`src/hw/rtl/dsc_div_cell.sv`:
```
`timescale 1ns / 1ps

// One quotient bit of a restoring divide: compare against the shifted divisor.
module dsc_div_cell #(
  parameter int unsigned NumW  = 33,
  parameter int unsigned DivW  = 23,
  parameter int unsigned QW    = 11,
  parameter int unsigned Shift = 10
) (
  input  logic            clk_i,
  input  logic            en_i,
  input  logic [NumW-1:0] rem_i,
  input  logic [DivW-1:0] div_i,
  input  logic [QW-1:0]   quot_i,
  output logic [NumW-1:0] rem_o,
  output logic [DivW-1:0] div_o,
  output logic [QW-1:0]   quot_o
);
  logic [NumW-1:0] sub;
  logic            ge;
  logic [NumW-1:0] rem_d, rem_q;
  logic [DivW-1:0] div_q;
  logic [QW-1:0]   quot_d, quot_q;

  always_comb begin
    sub    = NumW'(div_i) << Shift;
    ge     = (rem_i >= sub);
    rem_d  = ge ? (rem_i - sub) : rem_i;
    quot_d = {quot_i[QW-2:0], ge};
  end

  always_ff @(posedge clk_i) begin
    if (en_i) begin
      rem_q  <= rem_d;
      div_q  <= div_i;
      quot_q <= quot_d;
    end
  end

  assign rem_o  = rem_q;
  assign div_o  = div_q;
  assign quot_o = quot_q;
endmodule

```
`config.mk`:
```
export PLATFORM = sky130hd
export DESIGN_NAME = dsc_div_cell
export DESIGN_NICKNAME = d
export VERILOG_FILES = /design/src/hw/rtl/dsc_div_cell.sv
export SDC_FILE = /design/constraint.sdc
export NUM_CORES = 1
export LEC_CHECK = 0
export ABC_AREA = 1
export BUFFER_PORTS_ARGS = -buffer_cell sky130_fd_sc_hd__buf_2
export CORE_MARGIN = 3
export CORE_UTILIZATION = 52
export DETAILED_ROUTE_END_ITERATION = 8
export PLACE_DENSITY = 0.81
export SKIP_CTS_REPAIR_TIMING = 1
export SLEW_MARGIN = 10
export SYNTH_ARGS = -nofsm -noshare
export SYNTH_HDL_FRONTEND = slang
export SYNTH_SLANG_ARGS = --single-unit
```
`constraint.sdc`:
```
create_clock -name clk_i -period 2.55 [get_ports clk_i]
set_input_delay 0.6375 -clock clk_i [delete_from_list [all_inputs] [get_ports clk_i]]
set_output_delay 0.6375 -clock clk_i [all_outputs]
set_load 0.1 [all_outputs]
```
==> flow_metrics.tcl <==
set metrics [dict create \
    path_class_of_the_lowest_slack_min_delay_path "in2reg" \
    std_cell_rows 32 \
    drt_first_iter_violations 211 \
    worstHoldEndpoint "quot_o[3]" \
    placeable_area_um2 7810 \
    antenna_found_initial 0 \
    numPlacedInstances 773 \
    buffer_ports.inserted 134 \
    pwr-share-seq_pct 33.0 \
    setup.worst_path.start_class "input pin" \
    first_pass_grt_wire_length_um 17900 \
    global_route.usage.total_pct 25.3 \
    max_stage_delay_ns 0.39 \
    drv_slew 0 \
    min_path_cells 1 \
    num_antenna_cells 0 \
    grt.overflow.total 0 \
    period_share_pct 93.7 \
    synth.distinct_cells 27 \
    htree_levels 3 \
    area_taken_by_flip_flops_and_latches_um2 2010 \
    power_density_nw_per_um2 755 \
    post_layout_nets 775 \
    via_count 3901 \
    finalCoreUtilization_pct 70.6 \
    maxCapViolations 0 \
    critPathMaxFanout 26 \
    worst_path_most_repeated_cell "sky130_fd_sc_hd__nand3_1" \
    timing.critical_path.arrival_ns 2.46 \
    power_report.internal_total_mw 2.45 \
    setup-violations-final 0 \
    crit_path_cell_trace "buf_2 > ha_1 > a21oi_1 > inv_1 > nand3_1 > nand3_1 > nor2_4 > nand2_8 > nand2_1 > o21ai_0" \
    combinationalPowerShare_pct 38.4 \
    post_route_cells_drive_above_1_share_pct 31.6 \
    multiInputGateArea_um2 1790 \
    timing.final.crit_period_ns 2.39 \
    worstHoldStart "quot_i[2]" \
    worst-slew-pin-transition_ns 0.505 \
    synthesis.area_per_instance_um2 8.32 \
    drc_errors 0 \
    path_delay_family "simple AND/OR/NAND/NOR gates" \
    pin_count 136 \
    layout-area-overhead-vs-synth_pct 30.2 \
    numClockSinks 67 \
    root_buffer "sky130_fd_sc_hd__clkbuf_8" \
    drt-wirelength-per-cell_um 14.5 \
    layout.filler_cells 649 \
    mappedNetlistArea_um2 4240 \
    post_layout_nonfiller_instances 789 \
    cts-buffers-inserted 9 \
    rsz_0062_raised_after_global_routing "false" \
    worst_path_cell_with_the_longest_stage_delay "sky130_fd_sc_hd__nor2_4" \
    floorplan.die_area_um2 9260 \
    grt_max_degree 39 \
    cts_max_path_buffers 2 \
    grt_pass1_vias 3753 \
    route.detailed.vias_per_inst 4.94 \
    hold_vio_cnt_final 0 \
    ys_ff_latch 67 \
    critical_path.endpoint_type "flip-flop" \
    ys.warnings.count 0 \
    worst_ep_required_time_ns 2.62 \
    share_of_flip_flops_with_an_asynchronous_set_or_reset_pct 0 \
    power.switching_mw 1.72 \
    die-height_um 96.3 \
    synth_cells 509 \
    die_width_um 96.3 \
    final_routed_wirelength_across_all_metal_layers_um 11400 \
    status "complete, no violations" \
    clock_pin_slew_reported_for_the_worst_setup_and_hold_paths_after_clock_tree_synthesis_ns 0.08 \
    pwr-share-clk_pct 28.6 \
    yosysSeqAreaShare_pct 47.5 \
    maxClockFrequency_mhz 419 \
    synth-main-ff-cell "sky130_fd_sc_hd__edfxtp_1" \
    worstPathBufferInverterCount 2 \
    path_depth 10 \
    place.detailed.hpwl_um 8890 \
    drt_first_pass_iters 4 \
    mappedNetlistNets 602 \
    number_of_enable_type_register_cells_in_the_synthesized_netlist 67 \
    gp_congestion 0.848 \
    drtAntennaViolNets 0 \
    timing.setup.critical_path_class "in2reg" \
    starting_density_pct 54.2 \
    power.switching_fraction_pct 41.2 \
    clock_tree_from_tritoncts "built" \
    cellLeakagePower_nw 2.94 \
    vdd_drop_max_uv 437 \
    max-slew-margin-rel_pct 66.5 \
]
[power groups by stage]
stage	sequential [mW]	combinational [mW]	clock, mW
floorplan	2.21	0.429	0
global placement	1.39	1.57	0
detailed placement	1.40	1.59	0
CTS	1.38	1.60	1.20
global route	1.38	1.70	1.25
finish	1.37	1.60	1.19
[final cells by class]
cell class	instances	area share (%)
sequential	67	36.5
timing repair buffer	168	17.0
multi-input combinational	333	32.4
inverter	103	7.01
clock buffer	10	2.31
clock inverter	6	2.50
tap	102	2.31
[how the worst max path moves through the flow]
stage	start	endpoint	slack, ns
after floorplan	rem_i[10]	rem_o[22]	0.24
after global placement	rem_i[30]	rem_o[30]	-0.09
after detailed placement	rem_i[27]	rem_o[11]	-0.11
after CTS	rem_i[30]	rem_o[10]	0.21
after global routing	div_i[16]	rem_o[10]	0.06
final	rem_i[30]	rem_o[10]	0.16
[layout by cell type, fill, tap and decap left out, types with 5 or more instances in the layout]
cell	instances
sky130_fd_sc_hd__a21oi_1	15
sky130_fd_sc_hd__buf_2	134
sky130_fd_sc_hd__buf_4	33
sky130_fd_sc_hd__clkbuf_8	9
sky130_fd_sc_hd__edfxtp_1	67
sky130_fd_sc_hd__ha_1	23
sky130_fd_sc_hd__inv_1	96
sky130_fd_sc_hd__inv_2	7
sky130_fd_sc_hd__nand2_1	176
sky130_fd_sc_hd__nand2_2	5
sky130_fd_sc_hd__nand3_1	43
sky130_fd_sc_hd__nand3_2	10
sky130_fd_sc_hd__nand3b_1	5
sky130_fd_sc_hd__nor2_1	22
sky130_fd_sc_hd__nor2_4	6
sky130_fd_sc_hd__xor2_1	7
[cell usage after synthesis (4+ instances only)]
library cell / count / share of area, %
sky130_fd_sc_hd__edfxtp_1: 67 / 48
sky130_fd_sc_hd__nand3_1: 43 / 5.1
sky130_fd_sc_hd__nand2_1: 176 / 16
sky130_fd_sc_hd__inv_2: 7 / 0.62
sky130_fd_sc_hd__nand4_1: 4 / 0.59
sky130_fd_sc_hd__nor3_1: 4 / 0.47
sky130_fd_sc_hd__ha_1: 23 / 6.8
sky130_fd_sc_hd__nand2_2: 5 / 0.74
sky130_fd_sc_hd__nor2_1: 22 / 1.9
sky130_fd_sc_hd__nand3b_1: 5 / 0.89
sky130_fd_sc_hd__nand3_2: 10 / 2.4
sky130_fd_sc_hd__a21oi_1: 15 / 1.8
sky130_fd_sc_hd__xor2_1: 7 / 1.4
sky130_fd_sc_hd__buf_2: 4 / 0.47
sky130_fd_sc_hd__inv_1: 96 / 8.5
sky130_fd_sc_hd__nor2_4: 6 / 1.6
[metrics by stage]
stage               area, um^2  setup TNS [ns]  hold slack, ns  setup WS [ns]  power, mW
detailed placement        5250           -1.65           0.817         -0.113       2.99
finish                    5520               0           0.471          0.161       4.17
CTS                       5520               0           0.457          0.209       4.18
floorplan                 4240               0           0.736          0.237       2.64
global placement          5250           -1.28           0.815        -0.0859       2.96
global route              5520               0           0.450         0.0602       4.34
[sequential cells by signal, indices dropped and copies added, names as in the netlist]
register and count:
rem_o 33, quot_o 11, div_o 23
[metal layers]
metal	share of wire (%)	routed length (um)	up-vias	global-route usage [%]
met2	49	5580	146	43.6
met1	43	4850	1779	32.0
met4	1.3	150	0	6.04
met3	7.2	827	13	6.10
met5	0	0	-	0
li1	-	-	1963	-
[logic make-up (layout without fill, tap and decap cells)]
family,count (synthesis),after routing,share of synthesized area [%]
simple gates,282,282,30.9
buf+inv,109,287,10.3
flops,67,67,47.5
fa+ha+maj,24,24,7.27
compound gates,18,18,2.13
xor+xnor,9,9,1.86
Note: power is estimated with default switching activity, not from simulation.
