<file path="src/hw/rtl/dsc_pkg.sv">
`timescale 1ns / 1ps

package dsc_pkg;

  // Quotient bits of the sine divide: the scaled sine never exceeds 1024.
  localparam int unsigned QBITS      = 11;
  // Fraction bits the sine is scaled by, and the coordinate pre-scale.
  localparam int unsigned SINE_SHIFT = 10;
  localparam int unsigned SCALE_SHIFT = 6;
  localparam int unsigned TAB_N      = 32;
  localparam int unsigned SECT_LAST  = 63;
  localparam int unsigned SECT_N     = 64;
  localparam int unsigned SECT_HALF  = 32;

  typedef logic signed [11:0] sine_t;
  typedef logic signed [6:0]  dir_t;

  localparam dir_t DIR_NONE = -7'sd1;

  localparam sine_t SINE_TAB [TAB_N] = '{
    12'sd1024, 12'sd1019, 12'sd1004, 12'sd979, 12'sd946, 12'sd903, 12'sd851, 12'sd791,
    12'sd724,  12'sd649,  12'sd568,  12'sd482, 12'sd391, 12'sd297, 12'sd199, 12'sd100,
    12'sd0,    -12'sd100, -12'sd199, -12'sd297, -12'sd391, -12'sd482, -12'sd568, -12'sd649,
    -12'sd724, -12'sd791, -12'sd851, -12'sd903, -12'sd946, -12'sd979, -12'sd1004, -12'sd1019
  };

  // Per-vector flags that ride along the cell chain.
  typedef struct packed {
    logic coin;      // points coincide
    logic a_nonneg;  // dx >= 0
    logic b_neg;     // dy < 0
  } vec_flags_t;

endpackage

</file>
<file path="src/hw/rtl/dsc_sector.sv">
`timescale 1ns / 1ps

// Locate the signed sine in the table and fold it into a sector.
module dsc_sector (
  input  logic                     clk_i,
  input  logic                     en_i,
  input  logic [dsc_pkg::QBITS-1:0] quot_i,
  input  dsc_pkg::vec_flags_t      flags_i,
  output dsc_pkg::dir_t            dir_o
);
  import dsc_pkg::*;

  sine_t      sn;
  logic [5:0] cnt;
  logic [4:0] r;
  logic       comp;
  dir_t       dir_d, dir_q;

  always_comb begin
    sn  = flags_i.b_neg ? -sine_t'(quot_i) : sine_t'(quot_i);
    cnt = '0;
    for (int i = 0; i < TAB_N; i++) begin
      cnt = cnt + 6'(SINE_TAB[i] >= sn);
    end
    r    = 5'(cnt - 6'd1);
    comp = (r != 5'(TAB_N - 1)) && (sn == SINE_TAB[r]);
    if (flags_i.coin) begin
      dir_d = DIR_NONE;
    end else if ((r != '0) && flags_i.a_nonneg) begin
      dir_d = dir_t'(7'(SECT_LAST) - 7'(r) + 7'(comp));
    end else begin
      dir_d = dir_t'({2'b00, r});
    end
  end

  always_ff @(posedge clk_i) begin
    if (en_i) begin
      dir_q <= dir_d;
    end
  end

  assign dir_o = dir_q;
endmodule

</file>
<file path="config.mk">
export PLATFORM = sky130hd
export DESIGN_NAME = dsc_sector
export DESIGN_NICKNAME = d
export VERILOG_FILES = /design/src/hw/rtl/dsc_pkg.sv /design/src/hw/rtl/dsc_sector.sv
export SDC_FILE = /design/constraint.sdc
export NUM_CORES = 1
export LEC_CHECK = 0
export BUFFER_PORTS_ARGS = -buffer_cell sky130_fd_sc_hd__clkbuf_2
export CAP_MARGIN = 20
export CORE_MARGIN = 1
export CORE_UTILIZATION = 55
export CTS_CLUSTER_SIZE = 20
export DETAILED_ROUTE_END_ITERATION = 8
export MAX_ROUTING_LAYER = met4
export PLACE_DENSITY = 0.77
export SETUP_SLACK_MARGIN = 0.02
export SLEW_MARGIN = 25
export SYNTH_ARGS = -nofsm -noshare
export SYNTH_HDL_FRONTEND = slang
export SYNTH_SLANG_ARGS = --single-unit
</file>
<file path="constraint.sdc">
create_clock -name clk_i -period 13.07 [get_ports clk_i]
set_input_delay 2.614 -clock clk_i [delete_from_list [all_inputs] [get_ports clk_i]]
set_output_delay 2.614 -clock clk_i [all_outputs]
set_load 0.05 [all_outputs]
</file>
==> impl_metrics.json, run 1 <==
{
  "slew_headroom_pct": 37.85,
  "worstPathMaxFanout": 15,
  "yosys_warnings": 0,
  "post-cts-setup-buffers": 0,
  "root_buffer": "clkbuf_8",
  "holdPathStages": 1,
  "worstSetupEndpointType": "flip-flop",
  "worstPathRequired_ns": 13.04,
  "grt_first_pass_wirelength_um": 14610,
  "period_share_pct": 92.18,
  "synth_cell_types": 75,
  "critPathKind": "in2reg",
  "wl_per_cell_um": 17.03,
  "cts_made_buffers": 3,
  "multi_input_area_sq_um": 2806,
  "ys_seq_area_share_pct": 6.410,
  "syn_nets": 498,
  "hold_violations": 0,
  "drt-initial-drc-count": 373,
  "cts.repair.resized": 0,
  "hold_path_class": "in2reg",
  "min_period_ns": 12.05,
  "routed-via-count": 3399,
  "rsz0062_at_grt": "no",
  "worst_pin_slew_ns": 0.9256,
  "die_w_um": 79.22,
  "clk_path_buf_depth": 2,
  "synthCells": 441,
  "layout_common_cells": "nand2_1, a21oi_1, nor2_1, o21ai_0, inv_1",
  "avgSynthCellArea_sq_um": 7.436,
  "route.detailed.drc": 0,
  "h-tree-depth": 1,
  "vias_per_cell": 6.549,
  "ys.flop_type": "edfxtp_1",
  "setup_viol": 0,
  "fillers": 524,
  "critPathTopFamily": "adder cells",
  "wirelength_um": 8838,
  "final_nets": 505,
  "antenna_found_initial": 0,
  "post-dp-hpwl_um": 6801,
  "n_antenna_cell": 0,
  "async_flop_share_pct": 0,
  "cpMaxStageDelayCell": "fa_1",
  "grt_pass1_vias": 3028,
  "cp.depth": 31,
  "critPathMaxStageDelay_ns": 0.58,
  "io_buffers": 22,
  "die-area_sq_um": 6275,
  "drt_first_pass_iters": 5,
  "cp_num_buf_inv": 3,
  "setup_tns_ns": 0,
  "synth_area_sq_um": 3279,
  "slew_viol_final": 0,
  "pin_count": 23,
  "gr-usage-all-layers_pct": 30.08,
  "synth_edf_count": 7,
  "area_delta_synth_final_pct": 5.952,
  "ys_seq_elements": 7,
  "status": "complete, no violations",
  "rows": 27,
  "gp_congestion": 0.9647,
  "grt_overflow": 0,
  "max_freq_mhz": 83.00,
  "core-area_sq_um": 5642,
  "drtAntennaViolNets": 0,
  "cts_tree": "done",
  "seq_area_sq_um": 210.2,
  "die_y_um": 79.22,
  "hold_buffers": 0,
  "worstPathArrival_ns": 12.02,
  "largest_reg_flops": 7,
  "drive_above_1_share_pct": 14.54,
  "clkTransAtPathRegs_ns": 0.04,
  "grt_max_degree": 25,
  "start_util_pct": 58.13,
  "cap_violations": 0,
  "critPathLaunchType": "input port",
  "cts.sinks": 7,
  "cpMostUsedCell": "fa_1"
}
-- final timing paths --
path	startpoint	slack, ns	to
hold / removal	en_i	2.73	dir_o[6]
setup / recovery	quot_i[2]	1.02	dir_o[3]
-- cells by family (layout without fill, tap and decap cells) --
| kind of cell | Yosys count | in the layout | synth area share (%) |
|---|---|---|---|
| buffers and inverters | 64 | 70 | 8.241 |
| AND/OR/NAND/NOR | 144 | 144 | 22.70 |
| multiplexers | 9 | 9 | 2.900 |
| adder cells (fa/ha/maj) | 41 | 41 | 21.37 |
| AO/OA/AOI/OAI | 144 | 144 | 29.84 |
| flip-flops | 7 | 7 | 6.410 |
| XOR/XNOR | 32 | 32 | 8.546 |
-- Yosys cell counts (2+ instances only) --
cell      count  area share [%]
a21oi_1      35             5.3
nand2_1      35             4.0
nor2_1       34             3.9
o21ai_0      34             5.2
inv_1        31             3.5
fa_1         25              15
clkbuf_1     24             2.7
xnor2_1      22             5.9
nand3_1      17             2.6
ha_1         16             6.1
nor3_1       14             2.1
xor2_1       10             2.7
a31oi_1       9             1.7
nand2b_1      8             1.5
edfxtp_1      7             6.4
or3_1         7             1.3
o211ai_1      6             1.4
a211oi_1      5             1.1
mux2i_1       5             1.5
o31ai_1       5             1.1
a21o_1        4            0.92
a21oi_2       4             1.1
buf_2         4            0.61
mux2_2        4             1.4
nor4_1        4            0.76
a32oi_1       3            0.80
and2_1        3            0.57
buf_6         3             1.0
o21ai_1       3            0.46
o41ai_1       3            0.80
a211o_1       2            0.53
a221oi_1      2            0.53
a22oi_1       2            0.46
and3_1        2            0.38
nand2_2       2            0.38
nand4_1       2            0.38
nor2b_1       2            0.38
o21a_1        2            0.46
o22ai_1       2            0.38
o31a_1        2            0.53
o41ai_2       2            0.99
or4_1         2            0.46
-- through the flow --
stage / instances / hold slack, ns / instance area [sq um] / utilization, % / worst slack [ns]
after global routing: 519 / 2.739 / 3475 / 61.59 / 0.5177
after floorplan: 441 / 2.727 / 3279 / - / 1.612
after global placement: 515 / 2.947 / 3422 / 60.66 / 0.8548
final: 519 / 2.727 / 3475 / 61.59 / 1.022
after detailed placement: 515 / 2.955 / 3422 / 60.66 / 0.6644
after CTS: 519 / 2.717 / 3467 / 61.45 / 0.8699
-- routing by layer --
layer | global-route usage [%] | share of wire [%]
met3 | 2.529 | 7.2
met1 | 41.82 | 45
met4 | 12.55 | 3.2
met5 | - | 0
met2 | 44.83 | 45
-- cell type report --
class	count	share of cell area (%)
Inverter	32	3.529
Multi-Input combinational cell	370	80.77
Sequential cell	7	6.050
Timing Repair Buffer	34	5.762
Clock buffer	4	1.296
Tap cell	72	2.593
Power of run 1 is not shown: default switching activity piles up to over one toggle a cycle in this logic, so the estimate is an artifact.
==> inputs of run 2 (changes only) <==
--- a/config.mk
+++ b/config.mk
@@ -5,6 +5,7 @@
 export SDC_FILE = /design/constraint.sdc
 export NUM_CORES = 1
 export LEC_CHECK = 0
+export ABC_AREA = 1
 export BUFFER_PORTS_ARGS = -buffer_cell sky130_fd_sc_hd__clkbuf_2
 export CAP_MARGIN = 20
 export CORE_MARGIN = 1
==> run 2 against run 1 <==
Flip-flop and latch count unchanged. Critical endpoint is now dir_o[4]. Routed wire length increased by 15%. Hold slack got worse by 0.014 ns. Synthesized area decreased by 0.65%. Maximum frequency increased by 7.8%. First-iteration DRC count increased by 41%. Sequential share of layout area increased by 0.062 points. Critical path depth increased by 9. Global-route usage increased by 5.7 points. Via count increased by 15%. Worst setup slack improved by 0.87 ns. Critical path type unchanged. Largest cell class unchanged.
==> impl_metrics.json, run 2 <==
{
  "cap_violations": 0,
  "core-area_sq_um": 5608,
  "ys_top_cells_by_area": "nand2_1, fa_1, nand3_1",
  "worstPathMaxFanout": 12,
  "synth_mux_area_share_pct": 0,
  "grt_max_degree": 22,
  "n_antenna_cell": 0,
  "avgSynthCellArea_sq_um": 5.696,
  "cpMaxStageDelayCell": "fa_1",
  "post-dp-hpwl_um": 8233,
  "grt_first_pass_wirelength_um": 16990,
  "cts.sinks": 7,
  "setup_tns_ns": 0,
  "io_buffers": 22,
  "ys.flop_type": "edfxtp_1",
  "netlist_top_cells_count": "nand2_1, nand3_1, inv_1",
  "die_w_um": 78.97,
  "ys_seq_area_share_pct": 6.452,
  "clkTransAtPathRegs_ns": 0.04,
  "die-area_sq_um": 6235,
  "worstPathRequired_ns": 13.03,
  "route.detailed.drc": 0,
  "wirelength_um": 10150,
  "syn_nets": 629,
  "drt_first_pass_iters": 6,
  "final_common_cell": "nand2_1",
  "yosysMostFrequentCell": "nand2_1",
  "yosys_warnings": 0,
  "clk_path_buf_depth": 2,
  "gp_congestion": 1.041,
  "drt-initial-drc-count": 527,
  "fillers": 587,
  "layout_common_cells": "nand2_1, nand3_1, inv_1",
  "routed-via-count": 3914,
  "cts_made_buffers": 3,
  "critPathLaunchType": "input port",
  "layout_setup_ws_ns": 1.897,
  "root_buffer": "clkbuf_8",
  "vias_per_cell": 5.939,
  "synth-compound-area-share_pct": 10.14,
  "synthCells": 572,
  "synthSimpleGateAreaFrac_pct": 47.39,
  "ys_seq_elements": 7,
  "synth_cell_types": 34,
  "slew_viol_final": 0,
  "rows": 27,
  "multi_input_area_sq_um": 2624,
  "largest_reg_flops": 7,
  "place_ws_ns": 1.792,
  "synthAdderAreaFrac_pct": 21.51,
  "max_freq_mhz": 89.50,
  "cts_tree": "done",
  "start_util_pct": 58.10,
  "die_y_um": 78.97,
  "antenna_found_initial": 0,
  "hold_violations": 0,
  "worstPathArrival_ns": 11.14,
  "wl_per_cell_um": 15.41,
  "synth_area_sq_um": 3258,
  "status": "complete, no violations",
  "slew_headroom_pct": 54.92,
  "worstSetupEndpointType": "flip-flop",
  "grt_overflow": 0,
  "min_period_ns": 11.17,
  "h-tree-depth": 1,
  "rsz0062_at_grt": "no",
  "whs_ns": 2.713,
  "drtAntennaViolNets": 0,
  "hold_buffers": 0,
  "synth_top_cell_area_share_pct": 21.43,
  "worst_pin_slew_ns": 0.6746,
  "async_flop_share_pct": 0,
  "grt_pass1_vias": 3585,
  "critPathKind": "in2reg",
  "pin_count": 23,
  "yosysTopAreaCell": "nand2_1",
  "synthXorXnorAreaFrac_pct": 1.498,
  "drive_above_1_share_pct": 11.24,
  "final_nets": 645,
  "setup_viol": 0,
  "gr-usage-all-layers_pct": 35.74,
  "period_share_pct": 85.48,
  "cts.repair.resized": 0,
  "post-cts-setup-buffers": 0,
  "seq_area_sq_um": 210.2,
  "critPathMaxStageDelay_ns": 0.82,
  "area_delta_synth_final_pct": 5.568,
  "hold_path_class": "in2reg",
  "synth_top_family_by_area": "simple AND/OR/NAND/NOR gates",
  "synth_edf_count": 7
}
-- run 2: path summary, 6_finish.rpt --
| path | from | to | slack (ns) | cells after the start |
|---|---|---|---|---|
| max | quot_i[0] | dir_o[4] | 1.90 | 40 |
| min | flags_i[2] | dir_o[3] | 2.71 | 3 |
-- run 2: logic make-up after synthesis --
logic type | count (synthesis)
AOI/OAI and AO/OA | 61
xor gates and xnor gates | 3
adders and majority gates | 41
buffers and inverters | 105
DFF | 7
and+or+nand+nor | 355
-- run 2: routing by layer --
metal | part of all wire, % | routed length [um] | vias to the layer above | global-route usage [%]
met5 | 0 | 0 | - | -
met4 | 3.5 | 359 | 0 | 13.64
met3 | 11 | 1121 | 47 | 4.943
met2 | 44 | 4478 | 270 | 55.09
met1 | 41 | 4192 | 1745 | 47.60
li1 | - | - | 1852 | -
-- run 2: critical path, delay by kind of cell --
kind / cells / cell delay, ns
adders and majority gates: 12 / 5.33
and+or+nand+nor: 17 / 1.76
xor gates and xnor gates: 1 / 0.39
AOI/OAI and AO/OA: 4 / 0.47
buffers and inverters: 6 / 0.54
-- run 2: final cells by class --
class                   count  area share, %
clock buffers               3          1.200
clock inverters             1         0.1455
inverters                  93          10.22
multi-input cells         460          76.28
flip-flops and latches      7          6.111
well taps                  72          2.619
repair buffers             23          3.419
-- run 2: metrics by stage --
| step | instance area [sq um] | std cells | util [%] |
|---|---|---|---|
| 6_report | 3440 | 659 | 61.33 |
| 5_1_grt | 3440 | 659 | 61.33 |
| 4_1_cts | 3440 | 659 | 61.33 |
| 3_5_place_dp | 3393 | 655 | 60.51 |
| 3_3_place_gp | 3393 | 655 | 60.51 |
| 2_1_floorplan | 3258 | 572 | - |
Power of run 2 is left out for the same reason.
