File: config.mk
export PLATFORM = sky130hd
export DESIGN_NAME = dsc_sqrt_cell
export DESIGN_NICKNAME = d
export VERILOG_FILES = /design/src/hw/rtl/dsc_sqrt_cell.sv
export SDC_FILE = /design/constraint.sdc
export NUM_CORES = 1
export LEC_CHECK = 0
export ABC_AREA = 1
export BUFFER_PORTS_ARGS = -buffer_cell sky130_fd_sc_hd__buf_2
export CAP_MARGIN = 20
export CORE_UTILIZATION = 54
export CTS_CLUSTER_DIAMETER = 80
export CTS_CLUSTER_SIZE = 30
export DETAILED_ROUTE_END_ITERATION = 10
export PLACE_DENSITY = 0.86
export SETUP_SLACK_MARGIN = 0.3
export SKIP_CTS_REPAIR_TIMING = 1
export SLEW_MARGIN = 25
export SYNTH_ARGS = -nofsm -noshare
export SYNTH_HDL_FRONTEND = slang
export SYNTH_SLANG_ARGS = --single-unit
File: constraint.sdc
create_clock -name clk_i -period 4.8 [get_ports clk_i]
set_input_delay 1.2 -clock clk_i [delete_from_list [all_inputs] [get_ports clk_i]]
set_output_delay 1.2 -clock clk_i [all_outputs]
set_load 0.02 [all_outputs]
File: src/hw/rtl/dsc_sqrt_cell.sv
`timescale 1ns / 1ps

// One root bit of a restoring square root: take two radicand bits, try to subtract.
module dsc_sqrt_cell #(
  parameter int unsigned RadW  = 46,
  parameter int unsigned RootW = 23,
  parameter int unsigned RemW  = 26
) (
  input  logic             clk_i,
  input  logic             en_i,
  input  logic [RadW-1:0]  rad_i,
  input  logic [RemW-1:0]  rem_i,
  input  logic [RootW-1:0] root_i,
  output logic [RadW-1:0]  rad_o,
  output logic [RemW-1:0]  rem_o,
  output logic [RootW-1:0] root_o
);
  logic [RemW-1:0]  cur;
  logic [RemW-1:0]  trial;
  logic             ge;
  logic [RadW-1:0]  rad_d, rad_q;
  logic [RemW-1:0]  rem_d, rem_q;
  logic [RootW-1:0] root_d, root_q;

  always_comb begin
    cur    = {rem_i[RemW-3:0], rad_i[RadW-1 -: 2]};
    trial  = RemW'({root_i, 2'b01});
    ge     = (cur >= trial);
    rem_d  = ge ? (cur - trial) : cur;
    root_d = {root_i[RootW-2:0], ge};
    rad_d  = rad_i << 2;
  end

  always_ff @(posedge clk_i) begin
    if (en_i) begin
      rad_q  <= rad_d;
      rem_q  <= rem_d;
      root_q <= root_d;
    end
  end

  assign rad_o  = rad_q;
  assign rem_o  = rem_q;
  assign root_o = root_q;
endmodule

==> qor.txt, run 1 <==
Gate Count Post-Synth -> 598
synthesized area divided by synthesized cell count -> 8.809 sq um
Critical Setup Path Class -> in2reg
total number of vias -> 4,425
warnings from Yosys -> 0
number of nets still failing antenna checks after routing -> 0
number of global-route vias before repair -> 4,382
cells taking the most area after synthesis -> sky130_fd_sc_hd__edfxtp_1 53%, sky130_fd_sc_hd__nand2_1 15%, sky130_fd_sc_hd__inv_1 8.5%, sky130_fd_sc_hd__ha_1 5.9%, sky130_fd_sc_hd__nand3_1 2.3%
outcome -> completed
final hold vios -> 0
Fin Setup TNS -> 0 ps
number of antenna violations at the first check in global routing -> 0
clock-pin slew of the registers on the worst-case setup and hold paths -> 100 ps
maximum vdd ir drop -> 186.9 uV
crit path launch type -> input pin
distinct cell type count of the synthesized netlist -> 31
detailed-route wire length per cell -> 13.66 um
DR iter-0 viols -> 163
total number of nets in the final design -> 913
number of max-cap violations -> 0
detailed-route DRC error count -> 0
number of H-tree levels -> 3
detailed-route wire length -> 12.64 mm
CP Launch Point -> root_i[9]
WP data required -> 5010 ps
Die Height -> 100.8 um
share of cells above drive strength 1 -> 0.3065
relative slew slack -> 0.4625
area share of the leading cell type in the synthesized netlist -> 0.5302
die width -> 100.8 um
number of antenna diodes -> 0
flip-flop and latch count after synthesis -> 93
most area-hungry cell type in the Yosys netlist -> sky130_fd_sc_hd__edfxtp_1
# port buffers -> 187
power per cell area -> 313.9 nW/um^2
die area -> 10,150 sq um
Clock Tree Root -> sky130_fd_sc_hd__clkbuf_8
number of I/O pins -> 192
min cycle time layout -> 2935 ps
unrepaired setup endpoints after global routing -> no
worst path arrival time -> 3140 ps
Post-Route Utilization -> 0.6951
worst-case clock buffer depth -> 2
number of core rows -> 35
slew at the pin closest to its max-slew limit -> 806.2 ps
Setup crit end -> rem_o[5]$_DFFE_PP_
post-detail-place hpwl -> 10.09 mm
area added between synthesis and finish -> 23.09%
sequential area share after synthesis -> 0.5302
Inserted Clock Buffers -> 9
clock tree from TritonCTS -> built
Pre-Repair DR Iteration Count -> 4
placeable core region -> 9328 sq um
pin count of the biggest net entering global routing -> 94
global router's overall resource usage -> 0.2572
Leak -> 0.003389 uW
Pins Over Slew Limit -> 0
Clock Sink Count -> 93
Final setup viols -> 0
share of the cycle needed by the critical path after routing -> 0.6115
RePlAce Congestion -> 0.8568
total grt overflow -> 0
kind of end point of the critical path -> register
initial core utilization -> 0.5647
global-route wire length before repair -> 20.12 mm
type of the tightest min-delay check -> in2reg
maximum net fanout on the critical path -> 35
Max Clock Freq -> 0.3407 GHz
cell area after technology mapping -> 5268 sq um
Vias per Instance -> 4.784
cell usage after synthesis:
cell and n:
sky130_fd_sc_hd__buf_4 2, sky130_fd_sc_hd__and2_1 1, sky130_fd_sc_hd__a21oi_1 10, sky130_fd_sc_hd__nor2_4 1
sky130_fd_sc_hd__nor2_1 31, sky130_fd_sc_hd__ha_1 25, sky130_fd_sc_hd__o21ai_0 3, sky130_fd_sc_hd__o21bai_1 1
sky130_fd_sc_hd__o21ai_2 10, sky130_fd_sc_hd__nand3_2 2, sky130_fd_sc_hd__buf_8 1, sky130_fd_sc_hd__xnor2_1 8
sky130_fd_sc_hd__buf_6 2, sky130_fd_sc_hd__nand2_4 1, sky130_fd_sc_hd__buf_12 1, sky130_fd_sc_hd__a21oi_2 1
sky130_fd_sc_hd__or2_2 1, sky130_fd_sc_hd__nand2_1 214, sky130_fd_sc_hd__xor2_1 6, sky130_fd_sc_hd__nand3_1 24
sky130_fd_sc_hd__nand4_1 8, sky130_fd_sc_hd__nand3b_1 4, sky130_fd_sc_hd__inv_1 119, sky130_fd_sc_hd__inv_2 7
sky130_fd_sc_hd__conb_1 1, sky130_fd_sc_hd__nor2_8 1, sky130_fd_sc_hd__nand2_2 13, sky130_fd_sc_hd__nor3_1 2
sky130_fd_sc_hd__nor2_2 4, sky130_fd_sc_hd__nor3_2 1, sky130_fd_sc_hd__edfxtp_1 93
per-stage QoR:
step	instance area (sq um)	hold WS (ps)	total power [uW]	std cells	setup slack, ps
final	6484	1016	2036	925	1865
after global routing	6484	992.4	2136	925	1718
after CTS	6480	998.4	2057	925	1887
after detailed placement	6299	1378	1569	909	1511
after global placement	6299	1377	1555	909	1554
after floorplan	5271	1299	1384	599	2045
worst min-delay path by stage:
stage,startpoint,endpoint,cells past startpoint
after floorplan,rad_i[8],rad_o[10]$_DFFE_PP_,0
after global placement,rad_i[6],rad_o[8]$_DFFE_PP_,1
after detailed placement,rad_i[34],rad_o[36]$_DFFE_PP_,1
after CTS,rad_i[37],rad_o[39]$_DFFE_PP_,1
after global routing,rad_i[5],rad_o[7]$_DFFE_PP_,1
final,rad_i[5],rad_o[7]$_DFFE_PP_,1
cells by family after synthesis:
| logic type | Yosys count | share of synthesized area |
|---|---|---|
| AOI/OAI and AO/OA | 25 | 0.03207 |
| buffers and inverters | 132 | 0.1036 |
| and+or+nand+nor | 308 | 0.2508 |
| other | 1 | 0.0007119 |
| adders and majority gates | 25 | 0.05938 |
| xor gates and xnor gates | 14 | 0.02328 |
| DFF | 93 | 0.5302 |
where the power goes:
group          internal (uW)  switching, uW
clock                    199            287
combinational            184            358
sequential               990           17.4
total                   1370            663
cell usage in the layout, fill, tap and decap left out:
| cell | instances |
|---|---|
| sky130_fd_sc_hd__nand2_1 | 214 |
| sky130_fd_sc_hd__buf_2 | 186 |
| sky130_fd_sc_hd__inv_1 | 119 |
| sky130_fd_sc_hd__edfxtp_1 | 93 |
| sky130_fd_sc_hd__nor2_1 | 31 |
| sky130_fd_sc_hd__ha_1 | 25 |
| sky130_fd_sc_hd__nand3_1 | 24 |
| sky130_fd_sc_hd__nand2_2 | 13 |
| sky130_fd_sc_hd__a21oi_1 | 10 |
| sky130_fd_sc_hd__o21ai_2 | 10 |
| sky130_fd_sc_hd__clkbuf_8 | 9 |
| sky130_fd_sc_hd__nand4_1 | 8 |
| sky130_fd_sc_hd__xnor2_1 | 8 |
| sky130_fd_sc_hd__inv_2 | 7 |
| sky130_fd_sc_hd__xor2_1 | 6 |
| sky130_fd_sc_hd__nor2_2 | 4 |
| sky130_fd_sc_hd__nand3b_1 | 4 |
| sky130_fd_sc_hd__o21ai_0 | 3 |
| sky130_fd_sc_hd__inv_6 | 3 |
| sky130_fd_sc_hd__nand3_2 | 2 |
| sky130_fd_sc_hd__nor3_1 | 2 |
| sky130_fd_sc_hd__conb_1 | 2 |
| sky130_fd_sc_hd__nor2_4 | 1 |
| sky130_fd_sc_hd__o21bai_1 | 1 |
| sky130_fd_sc_hd__nor3_2 | 1 |
| sky130_fd_sc_hd__nand2_4 | 1 |
| sky130_fd_sc_hd__nor2_8 | 1 |
| sky130_fd_sc_hd__or2_2 | 1 |
| sky130_fd_sc_hd__and2_1 | 1 |
| sky130_fd_sc_hd__a21oi_2 | 1 |
| sky130_fd_sc_hd__inv_8 | 1 |
| sky130_fd_sc_hd__clkinv_4 | 1 |
| sky130_fd_sc_hd__clkinvlp_4 | 1 |
| sky130_fd_sc_hd__clkbuf_1 | 1 |
| sky130_fd_sc_hd__buf_6 | 1 |
registers in the layout (all words and copies together), names as in the netlist:
register and cells:
root_o 23, rem_o 26, rad_o 44
worst max-delay path, cell delays in order:
cell and delay (ps):
sky130_fd_sc_hd__buf_2 90, sky130_fd_sc_hd__inv_1 40, sky130_fd_sc_hd__ha_1 330, sky130_fd_sc_hd__nand2_1 90, sky130_fd_sc_hd__nand2_1 90, sky130_fd_sc_hd__a21oi_1 230, sky130_fd_sc_hd__o21bai_1 130, sky130_fd_sc_hd__nand2_2 110
sky130_fd_sc_hd__nand2_4 70, sky130_fd_sc_hd__nor2_8 470, sky130_fd_sc_hd__nand2_1 160, sky130_fd_sc_hd__o21ai_2 100
layer usage:
metal / routed length, um / vias up / GRT usage
li1: - / 2256 / -
met2: 6714 / 140 / 0.4989
met5: 0 / - / 0
met1: 5034 / 2020 / 0.2871
met3: 796 / 9 / 0.05270
met4: 95 / 0 / 0.05686
area by class of cell:
cell class,count,area (sq um)
fillers,756,2844
well taps,129,161.4
clock inverters,6,53.80
multi-input cells,374,1933
flip-flops and latches,93,2793
repair buffers,187,942.2
clock buffers,10,127.6
inverters,126,473.0
(Power assumes the default switching activity.)
==> run 2: changes to the inputs <==
Settings changed: ABC_AREA 1 to 0, CORE_UTILIZATION 54 to 44, PLACE_DENSITY 0.86 to 0.77.
Clock period 4.8 ns to 2.52 ns, I/O delays scaled along.
==> qor.txt, run 2 <==
maximum net fanout on the critical path -> 5 (-86%)
placeable core region -> 10,320 sq um (+11%)
initial core utilization -> 0.4528 (-0.1119)
Leak -> 0.003158 uW (-6.8%)
number of global-route vias before repair -> 3,666 (-16%)
detailed-route DRC error count -> 0 (unchanged)
kind of end point of the critical path -> register
number of H-tree levels -> 3 (unchanged)
CP Launch Point -> rem_i[0]
number of core rows -> 37 (+5.7%)
power after layout -> 4302 uW (+110%)
most frequent standard cell in the layout excluding fill and tap cells -> sky130_fd_sc_hd__buf_2
Clock Tree Root -> sky130_fd_sc_hd__clkbuf_8
unrepaired setup endpoints after global routing -> yes
most area-hungry cell type in the Yosys netlist -> sky130_fd_sc_hd__edfxtp_1
share of the cycle needed by the critical path after routing -> 0.9846
die width -> 105.1 um (+4.3%)
Vias per Instance -> 4.967 (+3.8%)
cells taking the most area after synthesis -> sky130_fd_sc_hd__edfxtp_1 60%, sky130_fd_sc_hd__ha_1 6.7%, sky130_fd_sc_hd__mux2_4 4.8%, sky130_fd_sc_hd__xnor2_1 3.0%, sky130_fd_sc_hd__inv_1 2.6%
number of antenna diodes -> 0 (unchanged)
post-synthesis mux area share -> 0.06718 (+0.06718)
Die Height -> 105.1 um (+4.3%)
Post-synth top cells -> 93 x sky130_fd_sc_hd__edfxtp_1, 33 x sky130_fd_sc_hd__inv_1, 25 x sky130_fd_sc_hd__ha_1, 23 x sky130_fd_sc_hd__nand2_1, 22 x sky130_fd_sc_hd__a21oi_1
global router's overall resource usage -> 0.2017 (-0.05555)
Setup crit end -> rem_o[5]$_DFFE_PP_
clock-pin slew of the registers on the worst-case setup and hold paths -> 100 ps (about the same)
warnings from Yosys -> 0 (unchanged)
area share of xor/xnor cells in the synthesized design -> 0.04309 (+0.01982)
number of nets still failing antenna checks after routing -> 0 (unchanged)
share of synthesized flip-flops with an asynchronous set or reset -> 0 (unchanged)
area share of the leading cell type in the synthesized netlist -> 0.5974 (+0.06726)
Critical Setup Path Class -> in2reg
kind of cell adding the most delay to the critical path -> compound AO/OA/AOI/OAI gates
area of all placed cells without fillers -> 7137 sq um (+10%)
share of the synthesized area in compound gates (AO/OA/AOI/OAI) -> 0.1164 (+0.08437)
Filler cells -> 725 (-4.1%)
highest-count cells in the layout ignoring fill and taps -> 176 x sky130_fd_sc_hd__buf_2, 93 x sky130_fd_sc_hd__edfxtp_1, 81 x sky130_fd_sc_hd__buf_4
Buf+Inv Stages, Crit Path -> 3 (+1)
RePlAce Congestion -> 0.8742 (+2.0%)
post-route insts no fill -> 768 (-17%)
detailed-route wire length -> 11.80 mm (-6.6%)
maximum vdd ir drop -> 371.5 uV (+99%)
area added between synthesis and finish -> 52.68%
cell type of the slowest stage on the worst timing path -> sky130_fd_sc_hd__ha_1
distinct cell type count of the synthesized netlist -> 50 (+61%)
# port buffers -> 187 (unchanged)
Placed Area -> 6389 sq um (+1.4%)
pin count of the biggest net entering global routing -> 94 (unchanged)
die area -> 11,040 sq um (+8.7%)
share of cells above drive strength 1 -> 0.5949 (+0.2884)
number of max-cap violations -> 0 (unchanged)
startpoint of the lowest-slack hold path -> rad_i[11]
Pins Over Slew Limit -> 0 (unchanged)
total number of vias -> 3,815 (-14%)
Max Clock Freq -> 0.4030 GHz
leading cell type by number of instances after synthesis -> sky130_fd_sc_hd__edfxtp_1
worst path cell trace -> buf_2, ha_1, a21oi_2, o221ai_2, a31oi_1, o21ai_2, a41oi_4, buf_6, buf_12, mux2_2
placed instance count -> 739 (-19%)
Post-Synth Adder-Cell Area -> 0.06692 (+0.007534)
final hold vios -> 0 (unchanged)
Final setup viols -> 0 (unchanged)
Most used DFF post-synth -> sky130_fd_sc_hd__edfxtp_1
Clock Sink Count -> 93 (unchanged)
Gate Count Post-Synth -> 352 (-41%)
number of antenna violations at the first check in global routing -> 0 (unchanged)
simple-gate area share of the yosys netlist -> 0.06210 (-0.1887)
DR iter-0 viols -> 194 (+19%)
number of flip-flops under the largest register name -> 44 (unchanged)
clock tree from TritonCTS -> built
worst-case clock buffer depth -> 2 (unchanged)
cell area after technology mapping -> 4674 sq um (-11%)
outcome -> completed
type of the tightest min-delay check -> in2reg
dominant combinational cell family by area after synthesis -> compound AO/OA/AOI/OAI gates
Inserted Clock Buffers -> 9 (unchanged)
global-route wire length before repair -> 17.26 mm (-14%)
depth of the critical timing path with buffers and inverters included -> 10 (-2)
Post-synth EDFFs -> 93 (unchanged)
flip-flop and latch count after synthesis -> 93 (unchanged)
WP data required -> 2640 ps (-2370 ps)
min cycle time layout -> 2481 ps
crit path launch type -> input pin
power per cell area -> 602.8 nW/um^2 (+92%)
worst path arrival time -> 2600 ps (-540 ps)
detailed-route wire length per cell -> 15.37 um (+12%)
total grt overflow -> 0 (unchanged)
total number of nets in the final design -> 749 (-18%)
synthesized area divided by synthesized cell count -> 13.28 sq um (+51%)
number of I/O pins -> 192 (unchanged)
post-detail-place hpwl -> 8.535 mm (-15%)
sequential area share after synthesis -> 0.5974 (+0.06726)
Pre-Repair DR Iteration Count -> 4 (unchanged)
CP peak stage delay -> 350 ps (-120 ps)
==> run 2: cell types whose count changed after synthesis, moves of 11 or more <==
cell	before	now
sky130_fd_sc_hd__nand2_1	214	23
sky130_fd_sc_hd__inv_1	119	33
sky130_fd_sc_hd__nor2_1	31	11
sky130_fd_sc_hd__mux2_4	0	15
sky130_fd_sc_hd__nand3_1	24	10
sky130_fd_sc_hd__a21o_1	0	13
sky130_fd_sc_hd__nand2_2	13	0
sky130_fd_sc_hd__a21oi_1	10	22
sky130_fd_sc_hd__o21ai_0	3	14
==> run 2: cell families after synthesis <==
logic type,count (synthesis)
adders and majority gates,25
xor gates and xnor gates,23
other,1
AOI/OAI and AO/OA,79
and+or+nand+nor,60
muxes,23
DFF,93
buffers and inverters,48
==> run 2: worst min path at each step <==
| stage | to | slack, ps | cells after the start |
|---|---|---|---|
| floorplan | rad_o[10]$_DFFE_PP_ | 730 | 0 |
| global placement | rad_o[13]$_DFFE_PP_ | 810 | 1 |
| detailed placement | rad_o[13]$_DFFE_PP_ | 810 | 1 |
| CTS | rad_o[13]$_DFFE_PP_ | 420 | 1 |
| global route | rad_o[18]$_DFFE_PP_ | 410 | 1 |
| finish | rad_o[13]$_DFFE_PP_ | 440 | 1 |
==> run 2: metrics by stage <==
step	utilization	hold WS, ps	setup slack, ps	TNS (ps)
CTS	0.6387	418.2	-78.38	-185.0
global placement	0.6188	806.7	-418.6	-9183
finish	0.6913	437.7	38.75	0
floorplan	-	728.9	-204.9	-3415
global route	0.6913	412.7	-17.10	-89.20
detailed placement	0.6188	808.4	-457.3	-10100
==> run 2: layout make-up <==
cell class              instances  area (sq um)  area share
flip-flops and latches         93          2793      0.3913
clock buffers                   9         123.9     0.01736
clock inverters                 7         81.33     0.01140
inverters                      33         146.4     0.02051
multi-input cells             212          2032      0.2847
well taps                     136         170.2     0.02384
repair buffers                278          1790      0.2509
==> run 2: where the power goes <==
group | total, uW | switching [uW] | internal (uW)
combinational | 1340 | 688 | 649
clock | 1040 | 561 | 476
sequential | 1930 | 37.1 | 1890
total | 4300 | 1290 | 3020
==> run 2: layer usage <==
layer  track usage  up-vias  part of all wire
met5             0        -                 0
met4       0.06740        0             0.015
met3       0.05053       18             0.059
met2        0.3704      147              0.53
met1        0.2268     1796              0.39
li1              -     1854                 -
